`src/hdl/bde_mem.sv`:
```
module bde_mem #(
  parameter int DEPTH = 64,
  parameter int AW    = 6
) (
  input  logic          clk,
  input  logic          we,
  input  logic [AW-1:0] waddr,
  input  logic [31:0]   wdata,
  input  logic          re,
  input  logic [AW-1:0] raddr,
  output logic [31:0]   rdata
);

  logic [31:0] mem [DEPTH];

  // One write port, one registered read port
  always_ff @(posedge clk) begin
    if (we) begin
      mem[waddr] <= wdata;
    end
    if (re) begin
      rdata <= mem[raddr];
    end
  end

endmodule

```
`config.mk`:
```
export PLATFORM = sky130hd
export DESIGN_NAME = bde_mem
export DESIGN_NICKNAME = d
export VERILOG_FILES = /design/src/hdl/bde_mem.sv
export SDC_FILE = /design/constraint.sdc
export NUM_CORES = 2
export LEC_CHECK = 0
export BUFFER_PORTS_ARGS = -buffer_cell sky130_fd_sc_hd__buf_2
export CORE_ASPECT_RATIO = 2
export CORE_UTILIZATION = 40
export DETAILED_ROUTE_END_ITERATION = 10
export GPL_ROUTABILITY_DRIVEN = 0
export PLACE_DENSITY = 0.62
export SLEW_MARGIN = 5
export SYNTH_ARGS = -nofsm -noshare
export SYNTH_HDL_FRONTEND = slang
export SYNTH_SLANG_ARGS = --single-unit
```
`constraint.sdc`:
```
create_clock -name clk -period 3.35 [get_ports clk]
set_input_delay 0.1675 -clock clk [delete_from_list [all_inputs] [get_ports clk]]
set_output_delay 0.1675 -clock clk [all_outputs]
set_load 0.005 [all_outputs]
```
Word level (Yosys, flattened, before mapping) --
Memory sizes are Yosys's and may differ from the RTL's. A register that Yosys moved wholly into a read port is not among the register bits. Index checks and enable logic that the tools add are counted.
Operators by class: multiplexer cells 2
Operators by type and width (count):
- 2-to-1 mux 1 bit | 2
Storage, ports and cells: bits in registers 0, memory bits (writable) 2048, memories kept 1
Memory list:
- mem | depth 64, width 32, rd ports 1, clocked after Yosys merged registers in 1, write ports 1, RTL line 14 | logic [31:0] mem [DEPTH];

Logic depth before layout (Yosys ltp) --
word-level depth 2, depth in mapped cells 10, mapped depth without buffers 5

Worst setup path after synthesis --
No wires, ideal clock.
kind input -> register, from in waddr[3], to mem mem[48][0] (enable), setup time 461 ps, data arrival time 2866 ps, required time 2889 ps, path slack 23 ps, stages 4, path buffers 1, cells stage by stage clkbuf_1 > nor2b_1 > nand4b_1 > nor3_1
RTL lines:
- start, declared | RTL line 7 | input logic [AW-1:0] waddr,
- end, declared | RTL line 14
Straight into the memory's write port.

==> impl_results.md <==
- Post-synthesis mux area share: between 15 and 20%
- Placed inst area: roughly 85000 µm²
- Final Hold Vio Count: 0
- Fin Hold WS: between 0.1 and 0.15 ns
- Area leader, netlist: edfxtp_1
- Starting Density: roughly 40%
- Post-synth EDFFs: approximately 2100
- Min-Delay Path Class: in2reg
- Mapped cell area: between 70000 and 80000 µm²
- Crit path arrival time: 2.89 ns
- Yosys cell types: 33
- Syn_nets: ~3400
- First-pass iteration count of the detailed router: 7
- Clk root buf: clkbuf_16
- Slew @ Worst Pin: roughly 1.2 ns
- Fin area: roughly 90000 µm²
- CTS sink cnt: roughly 2100
- Post-Synth Simple-Gate Area: 1.26%
- Largest family of logic cells by synthesized area: multiplexers
- Synth Area in Adders: 0%
- Syn avg cell area: 23.7 µm²
- Finished Layout Cells: between 6000 and 7000
- CP endpoint kind: register
- Top FF cell, synth: edfxtp_1
- Delay-heaviest family, CP: multiplexers
- Post-DP HPWL: around 130 mm
- CP dominant cell by count: mux4_2
- Final Slew Violations: 0
- GRT Overall Usage: about a fifth
- Max clock buf depth: 4
- Post-Synth XOR/XNOR Area: 0%
- Die W: between 300 and 400 µm
- Peak VDD IR: between 0.3 and 0.4 mV
- P_leak: ~28 nW
- I/O Buffers: just under 80
- Post-synth top cells: edfxtp_1, mux4_2, nor2_1
- First-pass GRT wire length: 294 mm
- Asr flop ratio synth: 0%
- Initial antenna violation count: 19
- Critical Path Max Stage Delay: between 0.5 and 0.6 ns
- Worst Skew: 0.0328 ns
- Max FO, Critical Path: 1
- Top cell type's share of synthesized area: 79.2%
- Via count: about 37000
- PostCTS Resize Cnt: 0
- Syn Inst Count: approximately 3300
- Slew HR: between 10% and 20%
- Kind of critical path: reg2reg
- Flops & latches, synth: between 2000 and 2500
- Status: complete, no violations
- CP Buf/Inv Count: 0
- RSZ-0062 raised after global routing: no
- Post-DRT Antenna Nets: 0
- Seq/Total Area, Yosys: about four fifths
- Routed wire per std cell: approximately 33 µm
- Fmax achieved: 422 MHz
- Fraction of final layout cells with drive strength greater than 1: 30.9%
- Reg clk slew, reported paths: roughly 0.070 ns
- CTS tree: built
- Count of final setup violators: 0
- Synth warn: 0
- Vias per cell: about 5.9
- Cell Rows: 230
- P per Cell Area: 573 nW/µm²
- Slowest cell on crit path: o22ai_1
- Grt ovf: 0
- Die Area: 199000 µm²
- Core area: a little under 200000 µm²
- H-tree depth: 4
- Number of max-cap violations: 0
- Inst Count DP: ~6000
- Routed WL: between 200 and 250 mm
- Required @ worst endpoint: ~3.9 ns
- P&R area growth vs syn: 14.3%
- Die Ht: between 600 and 700 µm
- Total clock buffers created by CTS: approximately 170
- Top-count cell post-synth: edfxtp_1
- Vias in the first global route: just under 40000
- Post-layout min period: 2.37 ns
- Complex-gate fraction of the synthesized area: around 1.7%
- Nets: approximately 3700
- Latest clock arrival within the worst-skew pair: between 0.8 and 0.9 ns
- Number of remaining DRC errors: 0
- Largest net degree at the start of global routing: 65
- CP Launch Type: register
- Setup TNS: 0 ns
- Tcrit/Tclk final: a little over two thirds
- Drt first-iter violations: 3412
- Synth top area cells: edfxtp_1, mux4_2, mux2i_1, o22ai_1, nor2_1
- CP cell instances: mux4_2, mux4_2, o22ai_1, nor2_1
- I/O Pins: just under 80
## metrics by stage
| stage | power [mW] | worst slack [ns] | util (%) |
|---|---|---|---|
| floorplan | 30.9 | 0.0227 | - |
| finish | 51.6 | 0.982 | 46.0 |
| global route | 52.9 | 0.932 | 46.0 |
| detailed placement | 32.3 | 0.230 | 43.2 |
| global placement | 32.3 | 0.240 | 43.2 |
| CTS | 52.0 | 0.935 | 46.0 |
## report_power, final
part / leakage (nW) / internal [mW] / switching [mW]
Combinational: 6.50 / 1.06 / 1.65
Clock: 2.61 / 10.9 / 9.02
Sequential: 18.7 / 28.9 / 0.113
## state kept, by name, indices dropped and copies added, names as in the netlist
signal / cells
rdata: 32
mem: 2048
## cell type report
cell class / instances / area (µm²)
clock buffer: 214 / 4530
fill: 15898 / 106000
antenna: 7 / 17.5
tap: 2552 / 3190
multi-input combinational: 1062 / 16000
sequential: 2080 / 62500
clock inverter: 83 / 846
timing repair buffer: 339 / 3090
## path summary, 6_finish.rpt
kind | startpoint | endpoint | slack (ns) | cells after the start
max reg2reg | mem[11][13] | rdata[13] | 0.98 | 4
min | wdata[24] | mem[15][24] | 0.11 | 1
min reg2reg | mem[28][17] | rdata[17] | 0.85 | 4
max | mem[11][13] | rdata[13] | 0.98 | 4
## metal layers
metal  part of all wire, %  vias up  track usage (%)
met2                    56     1393             40.3
met4                   4.1       16             8.15
met3                   5.4      358             2.30
li1                      -    14932                -
met1                    34    20382             23.9
met5                 0.048        -                0
## layout by cell type (no fill, tap or decap), types with 4 or more instances in the layout
| cell | n |
|---|---|
| dlygate4sd3_1 | 11 |
| clkbuf_1 | 39 |
| diode_2 | 7 |
| clkinvlp_4 | 6 |
| nand2_1 | 26 |
| a311oi_1 | 8 |
| nor2_4 | 62 |
| mux2i_1 | 93 |
| edfxtp_1 | 2080 |
| o32ai_1 | 4 |
| nand3b_1 | 5 |
| nor2b_1 | 15 |
| clkinv_1 | 31 |
| a22oi_1 | 12 |
| clkinv_2 | 22 |
| mux4_2 | 544 |
| and3_1 | 4 |
| buf_12 | 54 |
| o221ai_1 | 27 |
| a41o_1 | 4 |
| nor3_1 | 5 |
| nand2b_1 | 7 |
| bufinv_16 | 17 |
| a21oi_1 | 62 |
| clkbuf_16 | 175 |
| o22ai_1 | 84 |
| nand3_1 | 5 |
| buf_4 | 197 |
| nor2_1 | 75 |
| buf_2 | 74 |
## logic make-up after synthesis
kind of cell | count (synthesis)
mux | 637
compound gates | 202
flops | 2080
buf+inv | 182
simple gates | 223
## timing repair
item                                   4_1_cts  5_1_grt
buffers inserted                             0        0
endpoints found under the hold margin      217        0
hold buffers                                11        0
No activity file was read; power rests on OpenSTA's default activity.
