$ cat config.mk
export PLATFORM = sky130hd
export DESIGN_NAME = bde_seq
export DESIGN_NICKNAME = d
export VERILOG_FILES = /design/src/hdl/bde_pkg.sv /design/src/hdl/bde_div.sv /design/src/hdl/bde_seq.sv
export SDC_FILE = /design/constraint.sdc
export NUM_CORES = 2
export LEC_CHECK = 0
export ABC_CLOCK_PERIOD_IN_PS = 9700
export BUFFER_PORTS_ARGS = -buffer_cell sky130_fd_sc_hd__buf_2
export CAP_MARGIN = 20
export CORE_UTILIZATION = 60
export CTS_CLUSTER_SIZE = 40
export DETAILED_ROUTE_END_ITERATION = 12
export PLACE_DENSITY = 0.78
export SETUP_SLACK_MARGIN = 0.15
export SYNTH_ARGS = -nofsm -noshare
export SYNTH_HDL_FRONTEND = slang
export SYNTH_SLANG_ARGS = --single-unit
$ cat constraint.sdc
create_clock -name clk -period 9.7 [get_ports clk]
set_input_delay 0.97 -clock clk [delete_from_list [all_inputs] [get_ports clk]]
set_output_delay 0.97 -clock clk [all_outputs]
set_load 0.02 [all_outputs]
$ cat src/hdl/bde_pkg.sv
package bde_pkg;

  // Default sizing
  localparam int MAX_DEGREE = 3;
  localparam int MAX_POINTS = 64;
  localparam int FRAC_BITS  = 16;

  // Input item kinds
  localparam logic [1:0] KIND_CTRL = 2'd0;
  localparam logic [1:0] KIND_KNOT = 2'd1;
  localparam logic [1:0] KIND_EVAL = 2'd2;

  // Configuration register indexes
  localparam logic CFG_DEGREE = 1'b0;
  localparam logic CFG_KNOTS  = 1'b1;

  // Register reset values
  localparam logic [1:0] DEGREE_RESET = 2'd3;
  localparam logic [6:0] KNOTS_RESET  = 7'd8;

  // Largest blend ratio magnitude
  localparam logic [31:0] RATIO_LIM = 32'h7FFF_FFFF;

endpackage

$ cat src/hdl/bde_div.sv
module bde_div #(
  parameter int FRAC_BITS = bde_pkg::FRAC_BITS
) (
  input  logic               clk,
  input  logic               rst,
  input  logic               start,
  input  logic signed [32:0] num_base,
  input  logic signed [32:0] den,
  output logic               done,
  output logic signed [31:0] quo
);

  localparam int NW = 33 + FRAC_BITS;
  localparam int CW = $clog2(NW + 1);

  logic          busy;
  logic [CW-1:0] cnt;
  logic [NW-1:0] qn;
  logic [32:0]   dmag;
  logic [32:0]   rem;
  logic          neg;
  logic [32:0]   nabs;
  logic [33:0]   trial;
  logic          fits;
  logic [31:0]   qmag;

  assign nabs  = num_base[32] ? 33'(-num_base) : 33'(num_base);
  assign trial = {rem, qn[NW-1]};

  // Restoring division, one quotient bit per cycle
  always_ff @(posedge clk) begin
    if (rst) begin
      busy <= 1'b0;
      done <= 1'b0;
      cnt  <= '0;
    end else begin
      done <= 1'b0;
      if (start) begin
        busy <= 1'b1;
        cnt  <= CW'(NW);
      end else if (busy) begin
        cnt <= cnt - 1'b1;
        if (cnt == CW'(1)) begin
          busy <= 1'b0;
          done <= 1'b1;
        end
      end
    end
  end

  always_ff @(posedge clk) begin
    if (start) begin
      qn   <= {nabs, {FRAC_BITS{1'b0}}};
      dmag <= den[32] ? 33'(-den) : 33'(den);
      rem  <= '0;
      neg  <= num_base[32] ^ den[32];
    end else if (busy) begin
      if (trial >= {1'b0, dmag}) begin
        rem <= 33'(trial - {1'b0, dmag});
        qn  <= {qn[NW-2:0], 1'b1};
      end else begin
        rem <= trial[32:0];
        qn  <= {qn[NW-2:0], 1'b0};
      end
    end
  end

  // Saturate magnitude, then apply sign
  assign fits = (qn[NW-1:31] == '0);
  assign qmag = fits ? {1'b0, qn[30:0]} : bde_pkg::RATIO_LIM;
  assign quo  = neg ? $signed(-qmag) : $signed(qmag);

endmodule

$ cat src/hdl/bde_seq.sv
module bde_seq #(
  parameter int MAX_DEGREE = bde_pkg::MAX_DEGREE,
  parameter int FRAC_BITS  = bde_pkg::FRAC_BITS,
  parameter int CTRL_DEPTH = 64,
  parameter int KNOT_DEPTH = 68,
  parameter int CAW        = 6,
  parameter int KAW        = 7,
  parameter int IDXW       = 9
) (
  input  logic               clk,
  input  logic               rst,
  input  logic               start,
  input  logic signed [31:0] t_in,
  input  logic [1:0]         curve_degree,
  input  logic [6:0]         knot_count,
  output logic               busy,
  output logic               ctrl_re,
  output logic [CAW-1:0]     ctrl_raddr,
  input  logic [31:0]        ctrl_rdata,
  output logic               knot_re,
  output logic [KAW-1:0]     knot_raddr,
  input  logic [31:0]        knot_rdata,
  output logic               out_valid,
  input  logic               out_stall,
  output logic signed [31:0] curve_value
);

  localparam int DW = (MAX_DEGREE > 1) ? $clog2(MAX_DEGREE + 1) : 1;
  localparam int KW = $clog2(MAX_DEGREE + 2);

  localparam logic [3:0] S_IDLE  = 4'd0;
  localparam logic [3:0] S_SRCH  = 4'd1;
  localparam logic [3:0] S_CMP   = 4'd2;
  localparam logic [3:0] S_LRD   = 4'd3;
  localparam logic [3:0] S_LWR   = 4'd4;
  localparam logic [3:0] S_KLO   = 4'd5;
  localparam logic [3:0] S_KHI   = 4'd6;
  localparam logic [3:0] S_KCAP  = 4'd7;
  localparam logic [3:0] S_DIVGO = 4'd8;
  localparam logic [3:0] S_DIVW  = 4'd9;
  localparam logic [3:0] S_MUL   = 4'd10;
  localparam logic [3:0] S_BLEND = 4'd11;
  localparam logic [3:0] S_DONE  = 4'd12;

  logic [3:0]             state;
  logic signed [31:0]     t;
  logic [DW-1:0]          deg;
  logic signed [IDXW-1:0] ok;
  logic signed [IDXW-1:0] ng;
  logic signed [IDXW-1:0] mid;
  logic signed [IDXW-1:0] lidx;
  logic signed [IDXW-1:0] i;
  logic [KW-1:0]          k;
  logic [KW-1:0]          j;
  logic                   oob;
  logic signed [31:0]     win [MAX_DEGREE + 1];
  logic signed [31:0]     prev;
  logic signed [31:0]     cur;
  logic signed [31:0]     lo;
  logic signed [31:0]     hi;
  logic signed [32:0]     diff;
  logic signed [31:0]     a;
  logic signed [64:0]     prod;

  // Divider hookup
  logic                   div_start;
  logic                   div_done;
  logic signed [31:0]     div_quo;
  logic signed [32:0]     num_base;
  logic signed [32:0]     den;

  assign num_base = 33'(t) - 33'(lo);
  assign den      = 33'(hi) - 33'(lo);
  assign div_start = (state == S_DIVGO) && (hi != lo);

  bde_div #(.FRAC_BITS(FRAC_BITS)) u_div (
    .clk      (clk),
    .rst      (rst),
    .start    (div_start),
    .num_base (num_base),
    .den      (den),
    .done     (div_done),
    .quo      (div_quo)
  );

  // Degree clamp and search bounds
  logic [DW-1:0]          dsel;
  logic signed [IDXW-1:0] gap;
  logic signed [IDXW:0]   msum;
  logic signed [IDXW:0]   mtrunc;
  logic signed [IDXW-1:0] base;
  logic signed [IDXW-1:0] w_full;
  logic [DW-1:0]          w;
  logic signed [IDXW-1:0] cidx;
  logic signed [IDXW-1:0] kidx;
  logic                   cin;
  logic                   kin;
  logic signed [31:0]     kval;
  logic signed [31:0]     cval;
  logic                   res_load;
  logic                   row_end;

  assign dsel   = (32'(curve_degree) > MAX_DEGREE) ? DW'(MAX_DEGREE) : DW'(curve_degree);
  assign gap    = ng - ok;
  assign msum   = (IDXW + 1)'(ok) + (IDXW + 1)'(ng);
  assign mtrunc = msum[IDXW] ? ((msum + 2'sd1) >>> 1) : (msum >>> 1);
  assign base   = lidx - IDXW'(deg);
  assign w_full = i - base;
  assign w      = w_full[DW-1:0];

  // Last window entry of the current recursion level
  assign row_end = (i - 2'sd1) < (base + $signed(IDXW'(k)));

  // Table addressing
  always_comb begin
    cidx = base + IDXW'(j);
    case (state)
      S_KLO:   kidx = i;
      S_KHI:   kidx = i + IDXW'(deg) + IDXW'(1) - IDXW'(k);
      default: kidx = mtrunc[IDXW-1:0];
    endcase
  end

  assign cin  = !cidx[IDXW-1] && ($unsigned(cidx) < IDXW'(CTRL_DEPTH));
  assign kin  = !kidx[IDXW-1] && ($unsigned(kidx) < IDXW'(KNOT_DEPTH));
  assign ctrl_raddr = cidx[CAW-1:0];
  assign knot_raddr = kidx[KAW-1:0];
  assign ctrl_re = (state == S_LRD) && cin;
  assign knot_re = kin && ((state == S_KLO) || (state == S_KHI) ||
                           ((state == S_SRCH) && (gap > 1 || gap < -1)));
  assign kval = oob ? 32'sd0 : $signed(knot_rdata);
  assign cval = oob ? 32'sd0 : $signed(ctrl_rdata);
  assign busy = (state != S_IDLE);

  // Result register free to take the finished value
  assign res_load = (state == S_DONE) && (!out_valid || !out_stall);

  // Blend: prev + floor(a*diff / 2^F), saturated
  logic signed [64:0] sh;
  logic signed [65:0] bsum;
  logic signed [31:0] bsat;

  assign sh   = prod >>> FRAC_BITS;
  assign bsum = 66'(sh) + 66'(prev);
  always_comb begin
    if (bsum[65:31] == '0 || bsum[65:31] == '1) begin
      bsat = bsum[31:0];
    end else if (bsum[65]) begin
      bsat = 32'sh8000_0000;
    end else begin
      bsat = 32'sh7FFF_FFFF;
    end
  end

  // Sequencer control
  always_ff @(posedge clk) begin
    if (rst) begin
      state     <= S_IDLE;
      out_valid <= 1'b0;
    end else begin
      if (res_load) begin
        out_valid <= 1'b1;
      end else if (out_valid && !out_stall) begin
        out_valid <= 1'b0;
      end
      unique case (state)
        S_IDLE: begin
          if (start) begin
            state <= S_SRCH;
          end
        end
        S_SRCH: begin
          if (gap > 1 || gap < -1) begin
            state <= S_CMP;
          end else begin
            state <= S_LRD;
          end
        end
        S_CMP:  state <= S_SRCH;
        S_LRD:  state <= S_LWR;
        S_LWR: begin
          if (j == KW'(deg)) begin
            state <= (deg == '0) ? S_DONE : S_KLO;
          end else begin
            state <= S_LRD;
          end
        end
        S_KLO:   state <= S_KHI;
        S_KHI:   state <= S_KCAP;
        S_KCAP:  state <= S_DIVGO;
        S_DIVGO: state <= (hi == lo) ? S_MUL : S_DIVW;
        S_DIVW: begin
          if (div_done) begin
            state <= S_MUL;
          end
        end
        S_MUL: state <= S_BLEND;
        S_BLEND: begin
          if (row_end && k == KW'(deg)) begin
            state <= S_DONE;
          end else begin
            state <= S_KLO;
          end
        end
        S_DONE: begin
          if (res_load) begin
            state <= S_IDLE;
          end
        end
        default: state <= S_IDLE;
      endcase
    end
  end

  // Datapath registers
  always_ff @(posedge clk) begin
    case (state)
      S_IDLE: begin
        t   <= t_in;
        deg <= dsel;
        ok  <= IDXW'(dsel);
        ng  <= IDXW'(knot_count) - IDXW'(dsel);
      end
      S_SRCH: begin
        mid  <= mtrunc[IDXW-1:0];
        oob  <= !kin;
        lidx <= ok;
        j    <= '0;
      end
      S_CMP: begin
        if (kval <= t) begin
          ok <= mid;
        end else begin
          ng <= mid;
        end
      end
      S_LRD: oob <= !cin;
      S_LWR: begin
        win[j[DW-1:0]] <= cval;
        j <= j + 1'b1;
        k <= KW'(1);
        i <= lidx;
      end
      S_KLO: begin
        oob  <= !kin;
        prev <= win[DW'(w - 1'b1)];
      end
      S_KHI: begin
        lo  <= kval;
        oob <= !kin;
        cur <= win[w];
      end
      S_KCAP: hi <= kval;
      S_DIVGO: begin
        diff <= 33'(cur) - 33'(prev);
        a    <= 32'sd0;
      end
      S_DIVW: begin
        if (div_done) begin
          a <= div_quo;
        end
      end
      S_MUL: prod <= $signed({{33{a[31]}}, a}) * $signed({{32{diff[32]}}, diff});
      S_BLEND: begin
        win[w] <= bsat;
        if (row_end) begin
          k <= k + 1'b1;
          i <= lidx;
        end else begin
          i <= i - 2'sd1;
        end
      end
      S_DONE: begin
        if (res_load) begin
          curve_value <= win[deg];
        end
      end
      default: ;
    endcase
  end

  // Checks
  a_start_idle: assert property (@(posedge clk) disable iff (rst)
    start && busy |-> 1'b0) else $error("evaluate started while busy");
  a_div_done: assert property (@(posedge clk) disable iff (rst)
    div_done |-> state == S_DIVW) else $error("divider finished outside wait");
  a_blend_win: assert property (@(posedge clk) disable iff (rst)
    state == S_KLO |-> w != '0) else $error("blend at window entry zero");
  a_result: assert property (@(posedge clk) disable iff (rst)
    state == S_DONE && !(out_valid && out_stall) |=> out_valid)
    else $error("finished result not presented");

endmodule

# [Word-level counts from Yosys, hierarchy flattened]
# Memories as Yosys holds them, arrays and structs flattened. A register that Yosys moved wholly into a read port is not among the register bits.
# Index checks and enable logic that the tools add are counted.
[totals] regBits=409 latchBits=0 romBits=0 inputBits=109 output_inout_bits=49 mem_bits_rw=128 word_cells=178 memories=1
[memory_table] memory="win" words=4 word_bits=32 rd=3 rd_clocked_by_memory_dff=3 write_ports=1 line="bde_seq.sv:56" source="logic signed [31:0] win [MAX_DEGREE + 1];"
[op_classes] add_sub_neg=24 mul=1 n_eq_ne=24 magnitude_cmp=7 reduce_logical=42 div_mod_pow=0 n_mux=50 n_shift=0 bitwise=2
[op_table] cell="$mux W32" n=8
[op_table] cell="$sub A32 B32 Y33" n=3
[op_table] cell="$mux W49" n=2
[op_table] cell="$pmux W9 S2" n=4
[op_table] cell="$mux W33" n=2
[op_table] cell="$neg A33 Y33" n=2
[op_table] cell="$mul A32 B33 Y65" n=1
[op_table] cell="$pmux W32 S2" n=1
[op_table] cell="$pmux W4 S13" n=1
[op_table] cell="$add A49 B32 Y50" n=1
[op_table] cell="$mux W9" n=4
[op_table] cell="$eq A35 B35 Y1 const B" n=1
[op_table] cell="$logic_not A35 Y1" n=1
[op_table] cell="$ge A34 B33 Y1" n=1
[op_table] cell="$sub A33 B33 Y33" n=1
[op_table] cell="$eq A32 B32 Y1" n=1
[op_table] cell="$le A32 B32 Y1" n=1
[op_table] cell="$ne A32 B32 Y1" n=1
[op_table] cell="$neg A32 Y32" n=1
[op_table] cell="$reduce_or A32 Y1" n=1
[op_table] cell="$mux W31" n=1
[op_table] cell="$mux W4" n=6
[op_table] cell="$eq A4 B4 Y1 const B" n=5
[op_table] cell="$logic_not A18 Y1" n=1
[op_table] cell="45 further kinds" n=99

# [Logic depth before layout (Yosys ltp)]
[depth] depth_word=8 mapped_depth=29 depth_no_buf=28

# [Modules after synthesis]
# Synthesis repeated with hierarchy kept, for this count alone.
[hier_totals] hier_cells=7324 hier_area_um2=74375.1
[by_module_without_submodules] module="bde_seq" cells_per_inst=6263 area_per_inst_um2=65541.6 seq_area_each_um2=14754.2 instances=1
[by_module_without_submodules] module="bde_div" cells_per_inst=1061 area_per_inst_um2=8833.5 seq_area_each_um2=3153.0 instances=1

# [Worst setup path after synthesis]
# OpenSTA, ideal clock, no wires.
[synth_path] kind="reg2reg" start="register a[8]" end="register prod[62], data pin" n_path_buf=1 path_slack_ns=1.581 stages_incl_launch_ff=29 synth_period_minus_slack_ns=8.119 setup_ns=0.135 t_arrival_ns=7.983 required_ns=9.565 path_cell_list="edfxtp_1 clkbuf_1 nand2_1 fa_1 inv_1 fa_1 fa_1 inv_1 fa_1 inv_1 fa_1 inv_1 fa_1 inv_1 fa_1 fa_1 ha_1 a21oi_1 o21ai_0 a211o_1 a32oi_1 o2111ai_1 a41oi_1 o211ai_1 a311oi_1 o31ai_1 a211o_1 or4b_2 nand3_1"
[synth_via] elab_chain_len=1
[synth_lines] element="start, declared" line="bde_seq.sv:62" source="logic signed [31:0] a;"
[synth_lines] element="start signal, assigned" line="bde_seq.sv:260" source="a <= div_quo;"
[synth_lines] element="$mul A32 B33 Y65" line="bde_seq.sv:263" source="S_MUL: prod <= $signed({{33{a[31]}}, a}) * $signed({{32{diff[32]}}, diff});"
[synth_lines] element="end signal, assigned" line="bde_seq.sv:263"
[synth_lines] element="end, declared" line="bde_seq.sv:63" source="logic signed [64:0] prod;"
# Every way passes these cells.
# A chain may end at the register's enable or synchronous reset.

# [Final worst setup path]
[layout_path] start="register diff[5]" end="register prod[62], data pin"
[layout_via] elab_chain_len=1
[layout_lines] element="start, declared" line="bde_seq.sv:61" source="logic signed [32:0] diff;"
[layout_lines] element="start signal, assigned" line="bde_seq.sv:255" source="diff <= 33'(cur) - 33'(prev);"
[layout_lines] element="$mul A32 B33 Y65" line="bde_seq.sv:263"
# Every way passes these cells.

==> qor_table.md <==
| Stage | Parameter | This run |
|:---|:---|:---|
| synthesis | Count of flip-flops with a built-in enable after synthesis | 555 |
| synthesis | Gate count of the mapped netlist | 7,475 |
| clock tree | TritonCTS clock tree | yes |
| worst setup path | Critical path launch point type | flop |
| floorplan | Die area | 127,400 um^2 |
| synthesis | Cell types with the highest counts after synthesis | inv_1, fa_1, nand2_1 |
| worst setup path | Biggest cell delay along the critical path | 0.78 ns |
| detailed routing | Final wirelength | 195,500 um |
| global routing | GRT met2 Usage | 50.62% |
| worst setup path | Total number of cells along the worst setup path | 25 |
| pwr | Portion of total power attributed to combinational logic | 31.5% |
| floorplan | I/O pin cnt | 158 |
| synthesis | Register area share after synthesis | 23.68% |
| timing | Slew Viols, Final | 0 |
| synthesis | Number of register bits inferred by synthesis | 617 |
| worst setup path | Library cell contributing the largest single delay on the critical path | edfxtp_1 |
| timing | Clock period minus final worst setup slack | 9.221 ns |
| worst setup path | Source of the worst register-to-register timing path | diff[5] |
| pwr | Sw Pwr | 0.002734 W |
| global routing | Global routing usage summed across all routing layers | 31.55% |
| pwr | Share of power burned in the clock network | 30.6% |
| pwr | Total internal power | 0.005725 W |
| global routing | Initial antenna violation count | 14 |
| global routing | Total grt overflow | 0 |
| synthesis | Syn Std Cell Area | 75,610 um^2 |
| floorplan | Standard cell core area | 124,300 um^2 |
| floorplan | Num rows | 129 |
| synthesis | Distinct cells, synth | 85 |
| timing | Transition time at the pin with the least slew margin | 1.103 ns |
| timing | Max Fclk | 108.4 MHz |
| clock tree | H-tree depth | 2 |
| worst setup path | Family of cells with the greatest summed delay on the critical path | adder cells |
| finish | Synthesis-to-layout area growth | 6.490% |
| timing | Setup Total Neg Slack | 0 ns |
| clock tree | CTS Buffer Depth | 3 |
| place | Final GP Congestion | 0.9467 |
| synthesis | Mean instance size in the synthesized netlist | 10.12 um^2 |
| timing | Number of endpoints failing setup at the final stage | 0 |
| detailed routing | Post-detailed-route via-to-cell ratio | 5.997 |
| finish | Share of final-layout standard cells stronger than drive strength 1 | 7.431% |
| global routing | Met1 Resource Use GR | 43.64% |
| hold path | Hold path depth | 1 |
| detailed routing | Final ANT Viol Nets | 0 |
| worst setup path | Most prevalent standard cell on the critical path | fa_1 |
| global routing | Largest net degree at the start of global routing | 94 |
| global routing | Layer carrying the most global-route usage | met2 |
| pwr | Net switching fraction of the power | 32.32% |
| detailed routing | DR DRC count | 0 |
| synthesis | Synthesized Nets | 9,160 |
| clock tree | Total of hold buffers inserted after clock tree synthesis | 0 |
| synthesis | YS warnings | 0 |
| timing | Clock Skew | 0.02920 ns |
| detailed routing | Iteration-0 DRC Markers | 5,317 |
| detailed routing | Via Count | 55,040 |
| timing | Number of hold-slack violations in the final timing report | 0 |
| finish | Final core occ | 64.79% |
| timing | Slew headroom | 26.45% |
| hold path | Startpoint of the lowest-slack hold path | t_in[4] |
| status | Result of the run | complete, no violations |
| clock tree | Clock sink count | 617 |
| timing | RSZ-0062 raised after global routing | no |
| pwr | Leakage component of the power | 36.13 nW |
| place | Dpl hpwl | 157,100 um |
| worst setup path | Nature of the critical path endpoint | flop |
| timing | Tcrit/Tclk final | 95.07% |
| finish | Fin nets | 9,170 |
| timing | Hold slack | 0.4767 ns |
| synthesis | Most instantiated flip-flop cell in the synthesis netlist | edfxtp_1 |
| pwr | Worst ir drop on vdd | 0.2509 mV |
| synthesis | Area contributors post-synth | fa_1, edfxtp_1, ha_1 |
| global routing | Wire length of the first global-routing pass | 313,800 um |
| detailed routing | First-pass iteration count of the detailed router | 6 |
| worst setup path | Required time reported for the critical path endpoint | 10.23 ns |
| worst setup path | Worst endpoint data arrival time | 9.75 ns |
| clock tree | Clock input transition at the sequential cells of the worst setup and hold paths | 0.08 ns |
| worst setup path | Worst reg2reg setup slack | 0.48 ns |
| worst setup path | Largest fanout on the critical path | 15 |
| worst setup path | Path depth of the worst reg2reg path | 25 |
| worst setup path | R2R Path End | prod[62] |
| place | # port buffers | 157 |
| synthesis | Share of the synthesized area in the top cell type | 29.76% |
| synthesis | Count leader, synth | inv_1 |
| pwr | Relative contribution of sequential cells to total power | 37.9% |
| clock tree | Clock latency on the worst-skew pair | 0.67 ns |
| floorplan | Initial standard-cell utilization of the core | 60.84% |
| global routing | Met3 Use GR | 6.750% |
| pwr | Ratio of total power to cell area | 105.1 nW/um^2 |
| clock tree | Clock Tree Root | clkbuf_16 |
| synthesis | Share of flip-flops with an asynchronous set or reset after synthesis | 0% |
| flow run | Reported max-cap violation count | 0 |
| clock tree | Total clock buffers created by CTS | 60 |
| hold path | Hold endpoint | t[4] |
| worst setup path | Kind of critical path | flop to flop |
| hold path | Class of the tightest hold or removal check | input pin to flop |
| worst setup path | CP Buf/Inv Count | 4 |
| floorplan | Width of the chip | 357.0 um |
| global routing | Via count of the first global-routing pass | 56,430 |
| floorplan | Chip Height | 357.0 um |
| detailed routing | Average wire length per cell after detail routing | 21.30 um |
| synthesis | Cell accounting for the most synthesized area | fa_1 |
-- placed cells by master (no fill, tap or decap), types with 52 or more instances in the layout --
cell type	netlist	final
nor2_1	327	322
buf_2	0	157
mux4_2	96	96
nor3_1	81	80
nor2b_1	74	74
nand3_1	94	94
dfxtp_1	62	61
and2_1	564	564
a21oi_1	275	274
ha_1	452	451
clkbuf_16	0	61
nand2b_1	52	52
nand2_1	701	700
a21o_1	162	162
o21ai_0	189	187
fa_1	1124	1124
xor2_1	125	125
buf_4	0	127
edfxtp_1	555	555
inv_1	1236	1235
xnor2_1	207	206
-- power groups by stage --
| stage | registers, W | clock network, W | logic [W] |
|---|---|---|---|
| floorplan | 0.00322 | 0 | 0.00199 |
| global placement | 0.00326 | 0 | 0.00255 |
| detailed placement | 0.00326 | 0 | 0.00260 |
| CTS | 0.00321 | 0.00260 | 0.00264 |
| global route | 0.00322 | 0.00269 | 0.00295 |
| finish | 0.00321 | 0.00258 | 0.00266 |
-- timing repair --
item,in CTS,in global routing
setup endpoints to repair,0,1
gates resized for setup,0,2
buffers inserted,0,9
-- flip-flops by register name, indices dropped and copies added, names as in the netlist, 9 cells and up --
signal	count
u_div.rem	33
prev	32
curve_value	32
mid	9
cur	32
a	32
ng	9
ok	9
i	9
t	32
prod	49
u_div.dmag	33
win	128
hi	32
lidx	9
u_div.qn	49
diff	33
lo	32
-- layout make-up --
class	count	area, um^2
inverters	1239	4651
repair buffers	288	1829
clock buffers	73	1622
well taps	1637	2048
multi-input cells	5279	51920
flip-flops and latches	617	17910
clock inverters	40	525.5
fillers	9620	43760
diodes	5	12.51
-- layer usage --
layer	routed length, um	vias up
li1	-	24510
met1	78850	27650
met2	91330	2503
met3	19330	351
met4	5904	20
met5	116	-
-- worst max-delay path by stage --
stage	start	to	slack (ns)
2_1_floorplan	a[8]	prod[62]	1.58
3_3_place_gp	a[10]	prod[62]	0.49
3_5_place_dp	diff[12]	prod[62]	0.39
4_1_cts	diff[17]	prod[62]	0.30
5_1_grt	a[10]	prod[62]	0.23
6_report	diff[5]	prod[62]	0.48
-- cell families (layout without fill, tap and decap cells) --
kind of cell	after synthesis	after routing	share of synthesized area (%)
and+or+nand+nor	2160	2160	14.44
buffers and inverters	1579	1640	7.838
adders and majority gates	1576	1576	37.24
AOI/OAI and AO/OA	1067	1067	9.440
DFF	617	617	23.68
xor gates and xnor gates	332	332	3.846
muxes	144	144	3.516
other	0	5	0
-- per-stage QoR --
| step | setup WS, ns | cell area, um^2 | total power (W) | std cells |
|---|---|---|---|---|
| after floorplan | 1.581 | 75610 | 0.005209 | 7475 |
| after global placement | 0.4914 | 78200 | 0.005809 | 9048 |
| after detailed placement | 0.3916 | 78230 | 0.005865 | 9049 |
| after CTS | 0.2966 | 80370 | 0.008458 | 9162 |
| after global routing | 0.2284 | 80510 | 0.008859 | 9175 |
| final | 0.4786 | 80520 | 0.008459 | 9178 |
-- worst register-to-register path, stage by stage (launching register included) --
cell and delay (ns):
edfxtp_1 0.78, buf_4 0.33, nand2_1 0.09, fa_1 0.50
inv_1 0.06, fa_1 0.51, inv_1 0.06, fa_1 0.53
inv_1 0.05, fa_1 0.48, fa_1 0.56, fa_1 0.46
fa_1 0.57, fa_1 0.45, ha_1 0.36, a21o_1 0.18
a21o_1 0.17, a21oi_1 0.36, o2111ai_1 0.36, a41oi_2 0.35
o211ai_1 0.19, a311oi_2 0.42, o31ai_1 0.19, a211o_1 0.37
or4b_2 0.63, nand3_1 0.10
Power figures use the tool's default switching activity.
